**src/sv/sfd_pkg.sv**
```systemverilog
// Shared types and constants of the sensor frame deframer.
`timescale 1ns / 1ps

package sfd_pkg;

  localparam int STORE_BYTES_DEF = 20;
  localparam int FRAME_BYTES     = 17;

  localparam logic [7:0] HDR0 = 8'hA0;
  localparam logic [7:0] HDR1 = 8'h0A;
  localparam logic [7:0] TRL0 = 8'h0A;
  localparam logic [7:0] TRL1 = 8'hA0;

  localparam int POS_SUM_FIRST = 2;
  localparam int POS_NODE      = 3;
  localparam int POS_LIGHT_HI  = 4;
  localparam int POS_LIGHT_LO  = 5;
  localparam int POS_MOTION    = 6;
  localparam int POS_REED      = 7;
  localparam int POS_TEMP      = 8;
  localparam int POS_SUM_END   = 14;
  localparam int POS_CHK       = 14;
  localparam int POS_TRL0      = FRAME_BYTES - 2;
  localparam int POS_TRL1      = FRAME_BYTES - 1;

  localparam int QDEPTH = 2;
  localparam int QPTR_W = (QDEPTH > 1) ? $clog2(QDEPTH) : 1;
  localparam int QCNT_W = $clog2(QDEPTH + 1);

  typedef enum logic [1:0] {
    ST_OK  = 2'd0,
    ST_CHK = 2'd1,
    ST_HDR = 2'd2,
    ST_OVF = 2'd3
  } status_t;

  typedef enum logic [1:0] {
    KIND_FRAME   = 2'd0,
    KIND_HDR_ERR = 2'd1,
    KIND_OVF     = 2'd2
  } kind_t;

  typedef struct packed {
    kind_t       kind;
    logic [7:0]  sum;
    logic [7:0]  chk;
    logic [7:0]  node_id;
    logic [15:0] light_level;
    logic [7:0]  motion;
    logic [7:0]  reed_switch;
    logic [7:0]  temperature;
  } rec_t;

endpackage

```
**src/sv/sfd_front.sv**
```systemverilog
// Front end: takes bytes, tracks the frame position and emits one record per event.
`timescale 1ns / 1ps

module sfd_front #(
  parameter int STORE_BYTES = sfd_pkg::STORE_BYTES_DEF
) (
  input  logic          clk,
  input  logic          rst_n,
  input  logic          in_fire,
  input  logic [7:0]    rx_byte,
  output logic          push,
  output sfd_pkg::rec_t rec
);

  localparam int CNT_W = $clog2(STORE_BYTES + 1);

  logic [CNT_W-1:0] count_r, count_nxt;
  logic             hdr_seen_r, hdr_seen_nxt;
  logic [7:0]       byte0_r, byte0_nxt;
  logic [7:0]       sum_r, sum_nxt;
  logic [7:0]       chk_r, chk_nxt;
  logic             trl_ok_r, trl_ok_nxt;
  logic [7:0]       node_r, node_nxt;
  logic [7:0]       light_hi_r, light_hi_nxt;
  logic [7:0]       light_lo_r, light_lo_nxt;
  logic [7:0]       motion_r, motion_nxt;
  logic [7:0]       reed_r, reed_nxt;
  logic [7:0]       temp_r, temp_nxt;

  always_comb begin
    count_nxt    = count_r;
    hdr_seen_nxt = hdr_seen_r;
    byte0_nxt    = byte0_r;
    sum_nxt      = sum_r;
    chk_nxt      = chk_r;
    trl_ok_nxt   = trl_ok_r;
    node_nxt     = node_r;
    light_hi_nxt = light_hi_r;
    light_lo_nxt = light_lo_r;
    motion_nxt   = motion_r;
    reed_nxt     = reed_r;
    temp_nxt     = temp_r;
    push         = 1'b0;
    rec.kind        = sfd_pkg::KIND_FRAME;
    rec.sum         = sum_r;
    rec.chk         = chk_r;
    rec.node_id     = node_r;
    rec.light_level = {light_hi_r, light_lo_r};
    rec.motion      = motion_r;
    rec.reed_switch = reed_r;
    rec.temperature = temp_r;
    if (in_fire) begin
      if (!hdr_seen_r) begin
        if (count_r == '0) begin
          byte0_nxt = rx_byte;
          count_nxt = CNT_W'(1);
        end else if (byte0_r == sfd_pkg::HDR0 && rx_byte == sfd_pkg::HDR1) begin
          hdr_seen_nxt = 1'b1;
          count_nxt    = CNT_W'(2);
        end else begin
          count_nxt = '0;
          push      = 1'b1;
          rec.kind  = sfd_pkg::KIND_HDR_ERR;
        end
      end else begin
        if (count_r == CNT_W'(sfd_pkg::POS_SUM_FIRST)) begin
          sum_nxt = rx_byte;
        end else if (count_r > CNT_W'(sfd_pkg::POS_SUM_FIRST) &&
                     count_r < CNT_W'(sfd_pkg::POS_SUM_END)) begin
          sum_nxt = sum_r + rx_byte;
        end
        if (count_r == CNT_W'(sfd_pkg::POS_NODE))     node_nxt     = rx_byte;
        if (count_r == CNT_W'(sfd_pkg::POS_LIGHT_HI)) light_hi_nxt = rx_byte;
        if (count_r == CNT_W'(sfd_pkg::POS_LIGHT_LO)) light_lo_nxt = rx_byte;
        if (count_r == CNT_W'(sfd_pkg::POS_MOTION))   motion_nxt   = rx_byte;
        if (count_r == CNT_W'(sfd_pkg::POS_REED))     reed_nxt     = rx_byte;
        if (count_r == CNT_W'(sfd_pkg::POS_TEMP))     temp_nxt     = rx_byte;
        if (count_r == CNT_W'(sfd_pkg::POS_CHK))      chk_nxt      = rx_byte;
        if (count_r == CNT_W'(sfd_pkg::POS_TRL0)) begin
          trl_ok_nxt = (rx_byte == sfd_pkg::TRL0);
        end
        if (count_r == CNT_W'(sfd_pkg::POS_TRL1) && trl_ok_r &&
            rx_byte == sfd_pkg::TRL1) begin
          count_nxt    = '0;
          hdr_seen_nxt = 1'b0;
          push         = 1'b1;
          rec.kind     = sfd_pkg::KIND_FRAME;
        end else if (count_r == CNT_W'(STORE_BYTES - 1)) begin
          count_nxt    = '0;
          hdr_seen_nxt = 1'b0;
          push         = 1'b1;
          rec.kind     = sfd_pkg::KIND_OVF;
        end else begin
          count_nxt = count_r + CNT_W'(1);
        end
      end
    end
  end

  always_ff @(posedge clk) begin
    if (!rst_n) begin
      count_r    <= '0;
      hdr_seen_r <= 1'b0;
    end else begin
      count_r    <= count_nxt;
      hdr_seen_r <= hdr_seen_nxt;
    end
    byte0_r    <= byte0_nxt;
    sum_r      <= sum_nxt;
    chk_r      <= chk_nxt;
    trl_ok_r   <= trl_ok_nxt;
    node_r     <= node_nxt;
    light_hi_r <= light_hi_nxt;
    light_lo_r <= light_lo_nxt;
    motion_r   <= motion_nxt;
    reed_r     <= reed_nxt;
    temp_r     <= temp_nxt;
  end

endmodule

```
**src/sv/sfd_queue.sv**
```systemverilog
// Short record queue between the front end and the result stage.
`timescale 1ns / 1ps

module sfd_queue (
  input  logic          clk,
  input  logic          rst_n,
  input  logic          push,
  input  sfd_pkg::rec_t push_rec,
  output logic          full,
  input  logic          pop,
  output logic          q_valid,
  output sfd_pkg::rec_t head_rec
);

  sfd_pkg::rec_t                    entry_r [sfd_pkg::QDEPTH];
  logic [sfd_pkg::QPTR_W-1:0]       wr_ptr_r, wr_ptr_nxt;
  logic [sfd_pkg::QPTR_W-1:0]       rd_ptr_r, rd_ptr_nxt;
  logic [sfd_pkg::QCNT_W-1:0]       fill_r, fill_nxt;
  logic                             do_push, do_pop;

  assign full     = (fill_r == sfd_pkg::QCNT_W'(sfd_pkg::QDEPTH));
  assign q_valid  = (fill_r != '0);
  assign head_rec = entry_r[rd_ptr_r];
  assign do_push  = push && !full;
  assign do_pop   = pop && q_valid;

  always_comb begin
    wr_ptr_nxt = wr_ptr_r;
    rd_ptr_nxt = rd_ptr_r;
    fill_nxt   = fill_r;
    if (do_push) begin
      wr_ptr_nxt = (wr_ptr_r == sfd_pkg::QPTR_W'(sfd_pkg::QDEPTH - 1)) ? '0
                   : wr_ptr_r + sfd_pkg::QPTR_W'(1);
    end
    if (do_pop) begin
      rd_ptr_nxt = (rd_ptr_r == sfd_pkg::QPTR_W'(sfd_pkg::QDEPTH - 1)) ? '0
                   : rd_ptr_r + sfd_pkg::QPTR_W'(1);
    end
    case ({do_push, do_pop})
      2'b10:   fill_nxt = fill_r + sfd_pkg::QCNT_W'(1);
      2'b01:   fill_nxt = fill_r - sfd_pkg::QCNT_W'(1);
      default: fill_nxt = fill_r;
    endcase
  end

  always_ff @(posedge clk) begin
    if (!rst_n) begin
      wr_ptr_r <= '0;
      rd_ptr_r <= '0;
      fill_r   <= '0;
    end else begin
      wr_ptr_r <= wr_ptr_nxt;
      rd_ptr_r <= rd_ptr_nxt;
      fill_r   <= fill_nxt;
    end
    if (do_push) begin
      entry_r[wr_ptr_r] <= push_rec;
    end
  end

endmodule

```
**src/sv/sfd_back.sv**
```systemverilog
// Result stage: checks the checksum, forms the status and holds the output register.
`timescale 1ns / 1ps

module sfd_back (
  input  logic          clk,
  input  logic          rst_n,
  input  logic          q_valid,
  input  sfd_pkg::rec_t head_rec,
  output logic          pop,
  output logic          out_valid,
  input  logic          out_ready,
  output logic [1:0]    out_status,
  output logic [7:0]    out_node_id,
  output logic [15:0]   out_light_level,
  output logic [7:0]    out_motion,
  output logic [7:0]    out_reed_switch,
  output logic [7:0]    out_temperature
);

  logic              valid_r, valid_nxt;
  sfd_pkg::status_t  status_r, status_nxt;
  logic [7:0]        node_r, node_nxt;
  logic [15:0]       light_r, light_nxt;
  logic [7:0]        motion_r, motion_nxt;
  logic [7:0]        reed_r, reed_nxt;
  logic [7:0]        temp_r, temp_nxt;
  logic              is_frame;

  assign pop      = q_valid && (!valid_r || out_ready);
  assign is_frame = (head_rec.kind == sfd_pkg::KIND_FRAME);

  always_comb begin
    valid_nxt  = valid_r;
    status_nxt = status_r;
    node_nxt   = node_r;
    light_nxt  = light_r;
    motion_nxt = motion_r;
    reed_nxt   = reed_r;
    temp_nxt   = temp_r;
    if (pop) begin
      valid_nxt = 1'b1;
      case (head_rec.kind)
        sfd_pkg::KIND_FRAME: begin
          status_nxt = (head_rec.sum == head_rec.chk) ? sfd_pkg::ST_OK : sfd_pkg::ST_CHK;
        end
        sfd_pkg::KIND_HDR_ERR: status_nxt = sfd_pkg::ST_HDR;
        default:               status_nxt = sfd_pkg::ST_OVF;
      endcase
      node_nxt   = is_frame ? head_rec.node_id     : 8'd0;
      light_nxt  = is_frame ? head_rec.light_level : 16'd0;
      motion_nxt = is_frame ? head_rec.motion      : 8'd0;
      reed_nxt   = is_frame ? head_rec.reed_switch : 8'd0;
      temp_nxt   = is_frame ? head_rec.temperature : 8'd0;
    end else if (out_ready) begin
      valid_nxt = 1'b0;
    end
  end

  always_ff @(posedge clk) begin
    if (!rst_n) begin
      valid_r <= 1'b0;
    end else begin
      valid_r <= valid_nxt;
    end
    status_r <= status_nxt;
    node_r   <= node_nxt;
    light_r  <= light_nxt;
    motion_r <= motion_nxt;
    reed_r   <= reed_nxt;
    temp_r   <= temp_nxt;
  end

  assign out_valid       = valid_r;
  assign out_status      = status_r;
  assign out_node_id     = node_r;
  assign out_light_level = light_r;
  assign out_motion      = motion_r;
  assign out_reed_switch = reed_r;
  assign out_temperature = temp_r;

endmodule

```
**src/sv/sensor_frame_deframer.sv**
```systemverilog
// Top level of the sensor frame deframer.
// Usage: received bytes enter on in_valid/in_ready/in_rx_byte, one item per cycle while in_ready is high.
// Frames are A0 0A, payload, checksum at byte 14, then 0A A0, seventeen bytes in all.
// Results leave on out_valid/out_ready with status, node id, light level, motion,
// reed switch and temperature; status 0 is a good frame, 1 a checksum error,
// 2 a bad header (data fields zero) and 3 an overflow (data fields zero).
// Most bytes produce no result; the byte that completes or aborts a frame, once
// accepted, writes a result into the queue, from which it reaches the output register.
// Throughput is one byte per cycle while the queue is not full, set by the front end;
// a two-item queue and the output register decouple it from the receiver.
// When the receiver stalls, results collect in the queue; in_ready falls only
// when that queue is full, and no item is lost or repeated.
// Reset clears the byte count, the header flag, the queue and the output valid;
// the block accepts bytes as soon as reset is released.
`timescale 1ns / 1ps

module sensor_frame_deframer #(
  parameter int STORE_BYTES = sfd_pkg::STORE_BYTES_DEF
) (
  input  logic        clk,
  input  logic        rst_n,
  input  logic        in_valid,
  output logic        in_ready,
  input  logic [7:0]  in_rx_byte,
  output logic        out_valid,
  input  logic        out_ready,
  output logic [1:0]  out_status,
  output logic [7:0]  out_node_id,
  output logic [15:0] out_light_level,
  output logic [7:0]  out_motion,
  output logic [7:0]  out_reed_switch,
  output logic [7:0]  out_temperature
);

  logic          in_fire;
  logic          push;
  logic          full;
  logic          pop;
  logic          q_valid;
  sfd_pkg::rec_t push_rec;
  sfd_pkg::rec_t head_rec;

  assign in_ready = !full;
  assign in_fire  = in_valid && in_ready;

  sfd_front #(
    .STORE_BYTES(STORE_BYTES)
  ) u_front (
    .clk     (clk),
    .rst_n   (rst_n),
    .in_fire (in_fire),
    .rx_byte (in_rx_byte),
    .push    (push),
    .rec     (push_rec)
  );

  sfd_queue u_queue (
    .clk      (clk),
    .rst_n    (rst_n),
    .push     (push),
    .push_rec (push_rec),
    .full     (full),
    .pop      (pop),
    .q_valid  (q_valid),
    .head_rec (head_rec)
  );

  sfd_back u_back (
    .clk             (clk),
    .rst_n           (rst_n),
    .q_valid         (q_valid),
    .head_rec        (head_rec),
    .pop             (pop),
    .out_valid       (out_valid),
    .out_ready       (out_ready),
    .out_status      (out_status),
    .out_node_id     (out_node_id),
    .out_light_level (out_light_level),
    .out_motion      (out_motion),
    .out_reed_switch (out_reed_switch),
    .out_temperature (out_temperature)
  );

endmodule

```
**config.mk**
```make
export PLATFORM = sky130hd
export DESIGN_NAME = sensor_frame_deframer
export DESIGN_NICKNAME = d
export VERILOG_FILES = /design/src/sv/sfd_pkg.sv /design/src/sv/sfd_front.sv /design/src/sv/sfd_queue.sv /design/src/sv/sfd_back.sv /design/src/sv/sensor_frame_deframer.sv
export SDC_FILE = /design/constraint.sdc
export NUM_CORES = 1
export LEC_CHECK = 0
export BUFFER_PORTS_ARGS = -buffer_cell sky130_fd_sc_hd__buf_4
export CAP_MARGIN = 10
export CELL_PAD_IN_SITES_DETAIL_PLACEMENT = 2
export CELL_PAD_IN_SITES_GLOBAL_PLACEMENT = 2
export CORE_MARGIN = 2
export CORE_UTILIZATION = 46
export DETAILED_ROUTE_END_ITERATION = 10
export GPL_ROUTABILITY_DRIVEN = 0
export PLACE_DENSITY = 0.78
export SETUP_SLACK_MARGIN = 0.3
export SKIP_LAST_GASP = 1
export SYNTH_ARGS = -nofsm -noshare
export SYNTH_HDL_FRONTEND = slang
export SYNTH_HIERARCHICAL = 1
export SYNTH_SLANG_ARGS = --single-unit
```
**constraint.sdc**
```tcl
create_clock -name clk -period 7 [get_ports clk]
set_clock_uncertainty 0.05 [all_clocks]
set_input_delay 2.1 -clock clk [delete_from_list [all_inputs] [get_ports clk]]
set_output_delay 2.1 -clock clk [all_outputs]
set_load 0.05 [all_outputs]
```
Word level (Yosys, flattened, before mapping)
Memory sizes are Yosys's and may differ from the RTL's. A register that Yosys moved wholly into a read port is not among the register bits.
Cells that the tools add are included.
{"block": "op_classes", "add_sub_neg": 6, "mul": 0, "div": 0, "magnitude_cmp": 2, "n_eq_ne": 19, "shifts": 0, "muxes": 35, "n_bitwise": 1, "reduce_logical": 27}
{"op": "AND reduction 3 bit", "n": 10}
{"op": "two-way mux 1 bit", "n": 21}
{"op": "== test 5 x 3 -> 1 bit, second input constant", "n": 4}
{"op": "two-way mux 5 bit", "n": 4}
{"op": "== test 8 bit, second input constant", "n": 2}
{"op": "two-way mux 8 bit", "n": 2}
{"op": "== test 5 x 4 -> 1 bit, second input constant", "n": 3}
{"op": "two-way mux 2 bit", "n": 6}
{"op": "== test 5 x 2 -> 1 bit, second input constant", "n": 2}
{"op": "== test 5 bit, second input constant", "n": 2}
{"op": "adder 8 bit", "n": 1}
{"op": "== test 8 x 4 -> 1 bit, second input constant", "n": 1}
{"op": "== test 8 bit", "n": 1}
{"op": "logical AND 1 bit", "n": 8}
{"op": "case mux 2 bit (2 select lines)", "n": 2}
{"op": "nonzero test 2 bit", "n": 4}
{"op": "adder 5 x 1 -> 5 bit, second input constant", "n": 1}
{"op": "greater-than comparator 5 x 2 -> 1 bit, second input constant", "n": 1}
{"op": "logical NOT 5 bit", "n": 1}
{"op": "< comparator 5 x 4 -> 1 bit, second input constant", "n": 1}
{"op": "== test 2 x 1 -> 1 bit, second input constant", "n": 2}
{"op": "== test 2 bit, second input constant", "n": 2}
{"op": "adder 1 bit, second input constant", "n": 2}
{"op": "adder 2 x 1 -> 2 bit, second input constant", "n": 1}
{"op": "other kinds (5)", "n": 6}
{"block": "totals", "regBits": 134, "latch_bits": 0, "ramBits": 132, "rom_bits": 0, "in_bits": 12, "out_inout_bits": 52, "word_cells": 113, "mem_count": 1}
{"name": "u_queue.entry_r", "words": 2, "width": 66, "read_ports": 1, "rd_clocked_by_memory_dff": 1, "wr": 1, "line": "sfd_queue.sv:15", "text": "sfd_pkg::rec_t entry_r [sfd_pkg::QDEPTH];"}

Depth between registers and ports, before layout
Gate-level depths: netlist of run 1.
{"block": "logic_depth", "word_depth": 9, "mapped_depth": 12, "depth_no_buf": 12}

Modules after synthesis
The synthesis of run 1 kept the hierarchy.
{"module": "sfd_queue", "n_inst": 1, "cells_each": 231, "area_per_inst_um2": 4991.0, "seq_area_each_um2": 4063.9}
{"module": "sfd_front", "n_inst": 1, "cells_each": 212, "area_per_inst_um2": 3215.6, "seq_area_each_um2": 2312.2}
{"module": "sfd_back", "n_inst": 1, "cells_each": 121, "area_per_inst_um2": 1964.4, "seq_area_each_um2": 1521.5}
{"module": "sensor_frame_deframer", "n_inst": 1, "cells_each": 2, "area_per_inst_um2": 10.0, "seq_area_each_um2": 0.0}

Worst setup path before layout of run 1
OpenSTA, ideal clock, no wires.
{"block": "synth_timing", "path_kind": "input to register", "start": "input out_ready", "end": "register u_queue/fill_r[1] in the netlist's numbering", "setup_ns": 0.070, "arrival_ns": 5.475, "required_ns": 6.880, "path_slack_ns": 1.405, "stages": 6, "path_buffers": 0, "path_cell_list": "nor2b_1 > nor2b_1 > o21a_1 > ha_1 > or3_1 > a21boi_1"}
{"block": "synth_between", "elab_chain_len": 5, "word_cells_on_any_way": 7, "classes_between": "2 x eq/ne; 1 x mux; 4 x reduce/logical"}
{"element": "start, declared", "line": "sensor_frame_deframer.sv:26", "text": "input logic out_ready,"}
{"element": "logical OR 1 bit (*)", "line": "sfd_back.sv:29", "text": "assign pop = q_valid && (!valid_r || out_ready);"}
{"element": "logical AND 1 bit (*)", "line": "sfd_back.sv:29"}
{"element": "via pop", "line": "sensor_frame_deframer.sv:38", "text": "logic pop;"}
{"element": "logical AND 1 bit (*)", "line": "sfd_queue.sv:25", "text": "assign do_pop = pop && q_valid;"}
{"element": "via u_queue.do_pop", "line": "sfd_queue.sv:19", "text": "logic do_push, do_pop;"}
{"element": "== test 2 x 1 -> 1 bit or == test 2 bit (tied branches)", "line": "sfd_queue.sv:39", "text": "case ({do_push, do_pop})"}
{"element": "case mux 2 bit (2 select lines) or nonzero test 2 bit (tied branches)"}
{"element": "end signal, assigned", "line": "sfd_queue.sv:54", "text": "fill_r <= fill_nxt;"}
{"element": "end, declared", "line": "sfd_queue.sv:18", "text": "logic [sfd_pkg::QCNT_W-1:0] fill_r, fill_nxt;"}
The timed path passes the listed nets; every way through them passes the cells marked *.
A chain may end at the register's enable or synchronous reset.

Worst setup path in the final report of run 1
{"block": "layout_timing", "start": "input in_rx_byte[2]", "end": "memory u_queue/entry_r[1][30] in the netlist's numbering, enable pin"}
{"block": "layout_between", "elab_chain_len": 9, "word_cells_on_any_way": 12, "classes_between": "2 x eq/ne; 7 x mux; 3 x reduce/logical"}
{"element": "start, declared", "line": "sensor_frame_deframer.sv:24", "text": "input logic [7:0] in_rx_byte,"}
{"element": "== test 8 x 4 -> 1 bit", "line": "sfd_front.sv:57", "text": "end else if (byte0_r == sfd_pkg::HDR0 && rx_byte == sfd_pkg::HDR1) begin"}
{"element": "logical AND 1 bit", "line": "sfd_front.sv:57"}
{"element": "two-way mux 1 bit", "line": "sfd_front.sv:57"}
{"element": "two-way mux 1 bit", "line": "sfd_front.sv:54", "text": "if (count_r == '0) begin"}
{"element": "two-way mux 1 bit (*)", "line": "sfd_front.sv:53", "text": "if (!hdr_seen_r) begin"}
{"element": "two-way mux 1 bit (*)", "line": "sfd_front.sv:52", "text": "if (in_fire) begin"}
{"element": "via push", "line": "sensor_frame_deframer.sv:36", "text": "logic push;"}
{"element": "logical AND 1 bit (*)", "line": "sfd_queue.sv:24", "text": "assign do_push = push && !full;"}
{"element": "two-way mux 1 bit (*)", "line": "sfd_queue.sv:56", "text": "if (do_push) begin"}
{"element": "two-way mux 1 bit (not written as such) (*)", "line": "sfd_queue.sv:57", "text": "entry_r[wr_ptr_r] <= push_rec;"}
{"element": "end, declared", "line": "sfd_queue.sv:15"}
Marks and branches as above.

==> summary.txt, run 1 <==
Global route
  – First-pass GRT wire length: about 43000 µm
  – Met3 GRT Util: 0.0398
  – GRT overflow: 0
  – Vias in the first global route: 6017
  – Gr usage total: 0.257
  – Largest net degree at the start of global routing: 67
  – Met2 Track Usage GR: 0.455
  – M1 GR Usage: 0.332
  – GRT busiest layer: met2
  – Initial antenna violation count: 2

Logic synthesis
  – Post-synth top area cell: edfxtp_1
  – Gate Count Post-Synth: between 500 and 600
  – Ys Warns: 6
  – Syn_nets: about 600
  – Syn Area/Cell: between 15 and 20 µm²
  – Area share of the leading cell type in the synthesized netlist: 0.752
  – Post-synth EDFFs: ~260
  – Synthesized area: ~0.010 mm²
  – Post-synthesis register bit count: 267
  – Share of flip-flops with an asynchronous set or reset: 0
  – Netlist cell types: 54
  – Top_reg_cell synth: edfxtp_1
  – Seq/Total Area, Yosys: 0.776
  – Top post-synthesis cells by area: edfxtp_1 75%, mux2_2 7.3%, and2_1 3.2%, dfxtp_1 2.4%, ha_1 1.6%

STA
  – Setup ws final: ~1.7 ns
  – Fmax: between 150 and 200 MHz
  – Final Hold Fails: 0
  – Max-slew violation count: 0
  – Endpoints failing setup: 0
  – Fin crit period: between 5 and 6 ns
  – Setup_tns: 0 ns
  – Post-route clock period utilization: 0.752
  – Unrepaired setup endpoints after global routing: false
  – Worst slew pin tran: ~1 ns
  – Worst rel slew slack: 0.336

Cells and area
  – Commonest non-fill, non-tap cell in the layout: edfxtp_1
  – Util after Layout: 0.551
  – Antenna cells: 0
  – Layout net count: around 680
  – Final instance area: ~0.012 mm²
  – Area Growth Syn to Fin: 17.7%
  – Fraction of layout cells with a size suffix above 1: 0.295
  – Most frequent cells in the layout: 255 x edfxtp_1, 70 x buf_4, 66 x mux2_2

Critical path
  – Kind of critical path: in -> reg
  – Critical Path RT: just over 7 ns
  – CP Max Fanout: 35
  – CP Launch Type: input port
  – CP Capture Type: flop
  – Crit path arrival time: approximately 5.4 ns
  – Setup slack, reg-to-reg: approximately 2.8 ns

Clock tree
  – Cts bufs inserted: 28
  – CTS sink count: 267
  – CTS max path bufs: 3
  – Post_cts resized: 0
  – Clk_lat worst skew: around 0.54 ns
  – Post CTS Setup Buffer Count: 0
  – Hold_buf cts: 0
  – Clk root buf: clkbuf_16
  – H-tree Lvls: 1
  – Clock transition at the registers of the reported paths: ~0.070 ns
  – CTS tree: yes

Detailed routing
  – DRT Wirelength: roughly 30000 µm
  – Via count: between 5000 and 6000
  – Number of DRC markers in iteration 0: about 410
  – Drt wl/cell: just over 30 µm
  – Pre-antenna DRT Iters: 4
  – DR DRC count: 0
  – Detail Route Antenna Nets: 0
  – Drt via density: approximately 5.7

Job
  – # Max-Cap Violations: 0

Place
  – Pre-CTS setup slack: 1.42 ns
  – Placement Cell Area: 0.0110 mm²
  – Input/output buffers: 63
  – Hpwl dp: around 18000 µm

Die
  – Die X: roughly 150 µm
  – Starting Density: 0.468
  – Die H: about 150 µm
  – Die area: about 0.023 mm²
  – IO Pins: 64
  – Core footprint: between 0.02 and 0.025 mm²
  – Num rows: 54

Power
  – Power Total: 3.75 mW
  – Peak supply drop: 0.000162 V
  – Pleak: between 4 and 5 nW
  – P per Cell Area: between 300 and 400 mW/mm²

Run status
  – Status: completed

Min path
  – HP Class: reg -> reg
-- area by class of cell --
type                            instances  area [µm²]
Multi-Input combinational cell        266        2150
Clock buffer                           34         754
Clock inverter                         18         246
Inverter                               16        60.1
Sequential cell                       267        7900
Timing Repair Buffer                   71         531
Tap cell                              280         350
Fill cell                            1908        9770
-- per-stage QoR --
stage / cells / hold slack (ns)
after floorplan: 566 / 0.371
after global placement: 899 / 0.372
after detailed placement: 899 / 0.389
after CTS: 951 / 0.408
after global routing: 952 / 0.414
final: 952 / 0.409
-- state kept, by name, summed over array words and instances (netlist names), named ones only --
signal / cells
u_back/out_node_id: 8
u_front/temp_r: 8
u_back/out_motion: 8
u_front/reed_r: 8
u_front/light_lo_r: 8
u_queue/fill_r: 2
u_front/node_r: 8
u_front/byte0_r: 8
u_back/out_status: 2
u_front/sum_r: 8
u_front/trl_ok_r: 1
u_front/motion_r: 8
u_front/light_hi_r: 8
u_back/out_temperature: 8
u_back/out_reed_switch: 8
u_front/hdr_seen_r: 1
u_back/out_valid: 1
u_queue/rd_ptr_r: 1
u_back/out_light_level: 16
u_queue/wr_ptr_r: 1
u_front/chk_r: 8
u_front/count_r: 5
u_queue/entry_r: 132
-- worst paths after layout --
path / from / to / cells after the start
worst max-delay path: in_rx_byte[2] / u_queue/entry_r[1][30] / 7
worst min-delay path: u_front/reed_r[1] / u_queue/entry_r[0][9] / 0
worst max register to register: u_queue/fill_r[0] / u_queue/entry_r[1][30] / 9
worst min register to register: u_front/reed_r[1] / u_queue/entry_r[0][9] / 0
-- critical path: stages --
cell,delay [ns]
buf_4,0.17
or4_4,0.60
nor4_4,0.29
o21ai_1,0.23
o21bai_1,0.44
and3_2,0.90
buf_4,0.61
-- synthesized netlist by cell type, types with 5 or more instances --
| cell type | count |
|---|---|
| xor2_1 | 10 |
| edfxtp_1 | 255 |
| xnor2_1 | 5 |
| o21ai_1 | 6 |
| ha_1 | 13 |
| nand2_1 | 16 |
| and2_1 | 52 |
| clkbuf_1 | 5 |
| nor2b_1 | 7 |
| dfxtp_1 | 12 |
| o21ai_0 | 6 |
| a21oi_1 | 7 |
| inv_1 | 14 |
| nand3_1 | 8 |
| buf_2 | 5 |
| and3_1 | 6 |
| nor2_1 | 9 |
| mux2_2 | 66 |
-- cell families (layout without fill, tap and decap cells) --
group | Yosys count | count (layout) | share of synthesized area
AO/OA/AOI/OAI | 39 | 39 | 0.0243
XOR/XNOR | 15 | 15 | 0.0129
adder cells (fa/ha/maj) | 14 | 14 | 0.0179
buffers and inverters | 33 | 139 | 0.0145
flip-flops | 267 | 267 | 0.776
multiplexers | 67 | 67 | 0.0741
AND/OR/NAND/NOR | 131 | 131 | 0.0805
-- metal layers --
| layer | wire length, µm | vias to the layer above |
|---|---|---|
| li1 | - | 2309 |
| met3 | 1460 | 50 |
| met5 | 30 | - |
| met4 | 714 | 4 |
| met2 | 15400 | 201 |
| met1 | 12000 | 2816 |
-- where the power goes --
group	internal (mW)	switching, mW	leakage (nW)
combinational	0.0863	0.213	1.19
clock	0.988	0.635	0.489
sequential	1.80	0.0257	2.42
Power figures use the tool's default switching activity.
==> inputs of run 2 (changes only) <==
--- a/config.mk
+++ b/config.mk
@@ -10,10 +10,10 @@
 export CELL_PAD_IN_SITES_DETAIL_PLACEMENT = 2
 export CELL_PAD_IN_SITES_GLOBAL_PLACEMENT = 2
 export CORE_MARGIN = 2
-export CORE_UTILIZATION = 46
+export CORE_UTILIZATION = 41
 export DETAILED_ROUTE_END_ITERATION = 10
 export GPL_ROUTABILITY_DRIVEN = 0
-export PLACE_DENSITY = 0.78
+export PLACE_DENSITY = 0.74
 export SETUP_SLACK_MARGIN = 0.3
 export SKIP_LAST_GASP = 1
 export SYNTH_ARGS = -nofsm -noshare
==> constraint.sdc (replaced) <==
create_clock -name clk -period 4.6 [get_ports clk]
set_clock_uncertainty 0.05 [all_clocks]
set_input_delay 1.38 -clock clk [delete_from_list [all_inputs] [get_ports clk]]
set_output_delay 1.38 -clock clk [all_outputs]
set_load 0.05 [all_outputs]
==> summary.txt, run 2 (synthesis gave the netlist of run 1 again) <==
Critical path
  – Critical Path RT: around 4.7 ns
  – CP top delay family: simple AND/OR/NAND/NOR gates
  – CP Capture Type: flop
  – Worst Setup EP: u_queue/entry_r[0][42]
  – Crit path cell chain: buf_4, or4_4, nor4_4, o21ai_1, o21bai_1, inv_1, or3_1, clkinvlp_4, buf_12
  – CP Launch Type: input port
  – Crit path depth: 9
  – Setup slack, reg-to-reg: about 1.5 ns
  – Worst r2r src: u_front/count_r[0]
  – R2r worst-path depth: 10
  – Crit path arrival time: 3.93 ns
  – Crit path from: in_rx_byte[2]
  – CP max stage delay: 0.59 ns
  – CP Buf/Inv Count: 4
  – Slowest CP cell: or4_4
  – Reg-to-Reg End: u_queue/entry_r[0][42]
  – CP Max Fanout: 66
  – Kind of critical path: in -> reg

Cells and area
  – Final instance area: between 0.01 and 0.015 mm²
  – Biggest register: u_queue/entry_r
  – Antenna cells: 0
  – Largest register FFs: ~130
  – Commonest non-fill, non-tap cell in the layout: edfxtp_1
  – Fraction of layout cells with a size suffix above 1: 0.280
  – Area Growth Syn to Fin: 16.9%
  – Most frequent cells in the layout: 255 x edfxtp_1, 67 x buf_4, 66 x mux2_2
  – Layout net count: a little under 700
  – Multi-input combinational cell area: around 0.0022 mm²
  – Filler cell count: roughly 2200
  – FF/Latch Area: 0.00790 mm²

STA
  – Final Hold Fails: 0
  – Fmax: between 200 and 300 MHz
  – Hold WS: 0.401 ns
  – Post-route clock period utilization: 0.825
  – Endpoints failing setup: 0
  – Unrepaired setup endpoints after global routing: false
  – Setup_tns: 0 ns
  – Max-slew violation count: 0
  – Worst rel slew slack: 0.284
  – Worst slew pin tran: around 1.1 ns
  – Fin crit period: approximately 3.8 ns

Global route
  – Met3 GRT Util: 0.0311
  – M1 GR Usage: 0.234
  – GRT busiest layer: met2
  – First-pass GRT wire length: ~36000 µm
  – Initial antenna violation count: 0
  – Vias in the first global route: between 5000 and 6000
  – Met2 Track Usage GR: 0.328
  – Gr usage total: 0.183
  – Largest net degree at the start of global routing: between 60 and 70
  – GRT overflow: 0

Detailed routing
  – Drt via density: a little over 5
  – Number of DRC markers in iteration 0: about 240
  – Detail Route Antenna Nets: 0
  – Pre-antenna DRT Iters: 4
  – DR DRC count: 0
  – Drt wl/cell: roughly 24 µm
  – DRT Wirelength: between 20000 and 25000 µm
  – Via count: around 5100

Place
  – Input/output buffers: 63
  – Placement Cell Area: 0.0111 mm²
  – Hpwl dp: roughly 15000 µm

Die
  – Starting Density: 0.419
  – Core footprint: 0.0243 mm²
  – IO Pins: 64
  – Die X: around 160 µm
  – Num rows: 57
  – Die H: 162 µm
  – Die area: between 0.02 and 0.03 mm²

Clock tree
  – CTS max path bufs: 3
  – CTS tree: yes
  – H-tree Lvls: 1
  – Cts bufs inserted: 28
  – Clk_lat worst skew: 0.53 ns
  – CTS sink count: approximately 270
  – Hold_buf cts: 0
  – Post_cts resized: 0
  – Clk root buf: clkbuf_16
  – Post CTS Setup Buffer Count: 0
  – Clock transition at the registers of the reported paths: about 0.06 ns

Power
  – Peak supply drop: about 0.00027 V
  – P per Cell Area: roughly 440 mW/mm²
  – Pleak: around 4.0 nW

Job
  – # Max-Cap Violations: 0

Min path
  – Hold path startpoint: u_front/light_hi_r[7]
  – HP Class: reg -> reg

Run status
  – Status: completed
run 2: worst reg2reg max path, stage by stage, from the launching register on:
cell        delay (ns)
dfxtp_1           0.36
inv_1             0.16
ha_1              0.29
nand4b_1          0.18
nor4_4            0.22
o21ai_1           0.22
o21bai_1          0.27
inv_1             0.08
or3_1             0.41
clkinvlp_4        0.12
buf_12            0.34
run 2: layout make-up:
| class | instances | area share |
|---|---|---|
| Tap cell | 324 | 0.0341 |
| Multi-Input combinational cell | 266 | 0.181 |
| Timing Repair Buffer | 69 | 0.0456 |
| Sequential cell | 267 | 0.664 |
| Clock inverter | 16 | 0.00799 |
| Inverter | 16 | 0.00536 |
| Clock buffer | 33 | 0.0623 |
run 2: how the worst min path moves through the flow:
stage / endpoint / depth (start not counted)
after floorplan: u_queue/entry_r[0][0] / 0
after global placement: u_queue/entry_r[0][55] / 0
after detailed placement: u_queue/entry_r[0][34] / 0
after CTS: u_queue/entry_r[1][24] / 0
after global routing: u_queue/entry_r[0][24] / 0
final: u_queue/entry_r[0][39] / 0
run 2: where the power goes:
| part | internal [mW] | switching [mW] | leakage, nW |
|---|---|---|---|
| Combinational | 0.132 | 0.300 | 1.18 |
| Sequential | 2.75 | 0.0319 | 2.42 |
| Clock | 1.19 | 0.888 | 0.416 |
run 2: per-stage QoR:
stage | utilization | instances | total power [mW] | setup WS, ns
after global routing | 0.489 | 991 | 5.46 | 0.643
after global placement | 0.455 | 942 | 3.24 | 0.406
after detailed placement | 0.455 | 942 | 3.27 | 0.274
after floorplan | - | 566 | 3.11 | 0.392
final | 0.489 | 991 | 5.29 | 0.804
after CTS | 0.489 | 991 | 5.35 | 0.814
run 2: layer usage:
layer  part of all wire  vias to the layer above
met5                  0                        -
met4              0.019                        0
met3              0.041                       34
met2               0.52                      108
met1               0.43                     2629
li1                   -                     2313
==> inputs of run 3 (changes only) <==
--- a/config.mk
+++ b/config.mk
@@ -10,10 +10,10 @@
 export CELL_PAD_IN_SITES_DETAIL_PLACEMENT = 2
 export CELL_PAD_IN_SITES_GLOBAL_PLACEMENT = 2
 export CORE_MARGIN = 2
-export CORE_UTILIZATION = 41
+export CORE_UTILIZATION = 46
 export DETAILED_ROUTE_END_ITERATION = 10
 export GPL_ROUTABILITY_DRIVEN = 0
-export PLACE_DENSITY = 0.74
+export PLACE_DENSITY = 0.78
 export SETUP_SLACK_MARGIN = 0.3
 export SKIP_LAST_GASP = 1
 export SYNTH_ARGS = -nofsm -noshare
==> constraint.sdc (replaced) <==
create_clock -name clk -period 3.7 [get_ports clk]
set_clock_uncertainty 0.05 [all_clocks]
set_input_delay 1.11 -clock clk [delete_from_list [all_inputs] [get_ports clk]]
set_output_delay 1.11 -clock clk [all_outputs]
set_load 0.05 [all_outputs]
==> summary.txt, run 3 <==
Logic synthesis
  – Syn Area/Cell: 18.0 µm²
  – Area share of the leading cell type in the synthesized netlist: 0.752
  – Top_reg_cell synth: edfxtp_1
  – Gate Count Post-Synth: around 570
  – Netlist cell types: 54
  – Post-synth top area cell: edfxtp_1
  – Synthesized area: ~0.010 mm²
  – Top-count cell post-synth: edfxtp_1
  – Post-synthesis register bit count: ~270
  – Top post-synthesis cells by area: edfxtp_1 75%, mux2_2 7.3%, and2_1 3.2%, dfxtp_1 2.4%, ha_1 1.6%
  – Seq/Total Area, Yosys: 0.776
  – Share of flip-flops with an asynchronous set or reset: 0
  – Commonest cells post-synth: 255 x edfxtp_1, 66 x mux2_2, 52 x and2_1
  – Ys Warns: 6
  – Post-synth EDFFs: about 260
  – Syn_nets: approximately 590

Die
  – Die X: 153 µm
  – Die H: 153 µm
  – Starting Density: 0.468
  – IO Pins: 64
  – Num rows: 54

Run status
  – Status: did not finish
  – Error: [ERROR DPL-0033] detailed placement checks failed during check placement.
  – Stop stage: 3_5_place_dp

Place
  – Hpwl dp: 17600 µm
  – Input/output buffers: 63
[run 3: kinds of logic after synthesis]
| kind of cell | synth area share |
|---|---|
| and+or+nand+nor | 0.0805 |
| buffers and inverters | 0.0145 |
| AOI/OAI and AO/OA | 0.0243 |
| muxes | 0.0741 |
| adders and majority gates | 0.0179 |
| DFF | 0.776 |
| xor gates and xnor gates | 0.0129 |
[run 3: per-stage QoR]
| stage | hold slack, ns | instance area [µm²] | instances |
|---|---|---|---|
| 3_3_place_gp | 0.372 | 11100 | 909 |
| 2_1_floorplan | 0.371 | 10200 | 566 |
==> inputs of run 4 (changes only) <==
--- a/config.mk
+++ b/config.mk
@@ -7,14 +7,11 @@
 export LEC_CHECK = 0
 export BUFFER_PORTS_ARGS = -buffer_cell sky130_fd_sc_hd__buf_4
 export CAP_MARGIN = 10
-export CELL_PAD_IN_SITES_DETAIL_PLACEMENT = 2
-export CELL_PAD_IN_SITES_GLOBAL_PLACEMENT = 2
 export CORE_MARGIN = 2
-export CORE_UTILIZATION = 46
+export CORE_UTILIZATION = 40
 export DETAILED_ROUTE_END_ITERATION = 10
 export GPL_ROUTABILITY_DRIVEN = 0
-export PLACE_DENSITY = 0.78
-export SETUP_SLACK_MARGIN = 0.3
+export PLACE_DENSITY_LB_ADDON = 0.15
 export SKIP_LAST_GASP = 1
 export SYNTH_ARGS = -nofsm -noshare
 export SYNTH_HDL_FRONTEND = slang
==> summary.txt, run 4 (synthesis gave the netlist of run 1 again) <==
Clock tree
  – Post_cts resized: 0
  – Clk_lat worst skew: ~0.53 ns
  – CTS sink count: 267
  – Cts bufs inserted: 28
  – H-tree Lvls: 1
  – Post CTS Setup Buffer Count: 0
  – Clk root buf: clkbuf_16
  – CTS max path bufs: 3
  – Clock transition at the registers of the reported paths: roughly 0.060 ns
  – Hold_buf cts: 0
  – CTS tree: yes

Critical path
  – CP Buf/Inv Count: 1
  – Crit path arrival time: 3.40 ns
  – Critical Path RT: 4.11 ns
  – Slowest CP cell: or4_4
  – CP top delay family: simple AND/OR/NAND/NOR gates
  – Crit path cell chain: buf_4, or4_4, nor4_4, and3_4, nor2b_2, o21bai_4, nand2_1, ha_1, or3_1, a21boi_1
  – Kind of critical path: in -> reg
  – CP Launch Type: input port
  – CP Max Fanout: 3
  – CP Capture Type: flop
  – CP max stage delay: approximately 0.55 ns

Min path
  – HP Class: reg -> reg

Place
  – Hpwl dp: between 10000 and 15000 µm
  – Input/output buffers: 63
  – Pre-CTS setup slack: roughly 0.14 ns
  – Placement Cell Area: between 0.01 and 0.015 mm²

STA
  – Max-slew violation count: 0
  – Worst rel slew slack: 0.536
  – Final Hold Fails: 0
  – Endpoints failing setup: 0
  – Fmax: 334 MHz
  – Worst slew pin tran: 0.696 ns
  – Fin crit period: ~3 ns
  – Setup ws final: slightly above 0.7 ns
  – Unrepaired setup endpoints after global routing: false
  – Post-route clock period utilization: 0.809

Detailed routing
  – Number of DRC markers in iteration 0: roughly 270
  – Drt wl/cell: between 15 and 20 µm
  – DRT Wirelength: ~18000 µm
  – Via count: approximately 5000
  – Detail Route Antenna Nets: 0
  – Drt via density: around 4.8
  – DR DRC count: 0
  – Pre-antenna DRT Iters: 5

Power
  – Pleak: between 4 and 5 nW
  – P per Cell Area: 554 mW/mm²
  – Peak supply drop: around 0.00028 V

Cells and area
  – Area Growth Syn to Fin: 18.8%
  – Fraction of layout cells with a size suffix above 1: 0.294
  – Commonest non-fill, non-tap cell in the layout: edfxtp_1
  – Largest register FFs: 132
  – Biggest register: u_queue/entry_r
  – Final instance area: 0.0121 mm²
  – Antenna cells: 0
  – Most frequent cells in the layout: 255 x edfxtp_1, 77 x buf_4, 66 x mux2_2
  – Layout net count: just under 700
  – Filler cell count: ~2200

Run status
  – Status: completed

Global route
  – Gr usage total: 0.134
  – Initial antenna violation count: 0
  – First-pass GRT wire length: about 27000 µm
  – Vias in the first global route: 5012
  – GRT overflow: 0
  – Largest net degree at the start of global routing: between 50 and 60

Job
  – # Max-Cap Violations: 0

Die
  – Die H: 164 µm
  – Die X: around 160 µm
  – Starting Density: 0.405
  – Die area: about 0.027 mm²
  – Num rows: 58
  – Core footprint: ~0.025 mm²
  – IO Pins: 64
-- run 4: final timing paths --
check                     start                      to  slack (ns)  cells past startpoint
max               in_rx_byte[0]       u_queue/fill_r[1]        0.71                     10
min reg2reg   u_front/node_r[7]  u_queue/entry_r[1][47]        0.39                      0
min           u_front/node_r[7]  u_queue/entry_r[1][47]        0.39                      0
max reg2reg  u_front/count_r[1]  u_queue/entry_r[0][44]        1.00                     10
-- run 4: area by class of cell --
type | count | area, µm² | share of cell area
repair buffers | 81 | 658 | 0.0544
inverters | 16 | 63.8 | 0.00528
multi-input cells | 266 | 2160 | 0.179
clock buffers | 37 | 734 | 0.0607
clock inverters | 11 | 165 | 0.0137
flip-flops and latches | 267 | 7900 | 0.653
well taps | 330 | 413 | 0.0341
-- run 4: report_power, final --
part / internal (mW) / leakage, nW / switching [mW] / total [mW]
registers: 3.41 / 2.42 / 0.0315 / 3.44
clock network: 1.67 / 0.434 / 1.05 / 2.72
logic: 0.175 / 1.25 / 0.363 / 0.538
total: 5.25 / 4.11 / 1.44 / 6.70
-- run 4: routing by layer --
metal | global-route usage | vias up | share of wire
met3 | 0.0239 | 31 | 0.036
met1 | 0.170 | 2404 | 0.44
li1 | - | 2334 | -
met5 | 0 | - | 0
met2 | 0.233 | 90 | 0.49
met4 | 0.0411 | 0 | 0.028
-- run 4: metrics by stage --
stage / TNS [ns] / power [mW] / cells / hold slack (ns) / util
final: 0 / 6.70 / 1008 / 0.391 / 0.482
after global routing: 0 / 6.93 / 1008 / 0.397 / 0.482
after CTS: 0 / 6.79 / 1008 / 0.391 / 0.482
after detailed placement: 0 / 4.06 / 960 / 0.379 / 0.446
after global placement: 0 / 4.05 / 960 / 0.372 / 0.446
after floorplan: -15.18 / 3.87 / 566 / 0.371 / -
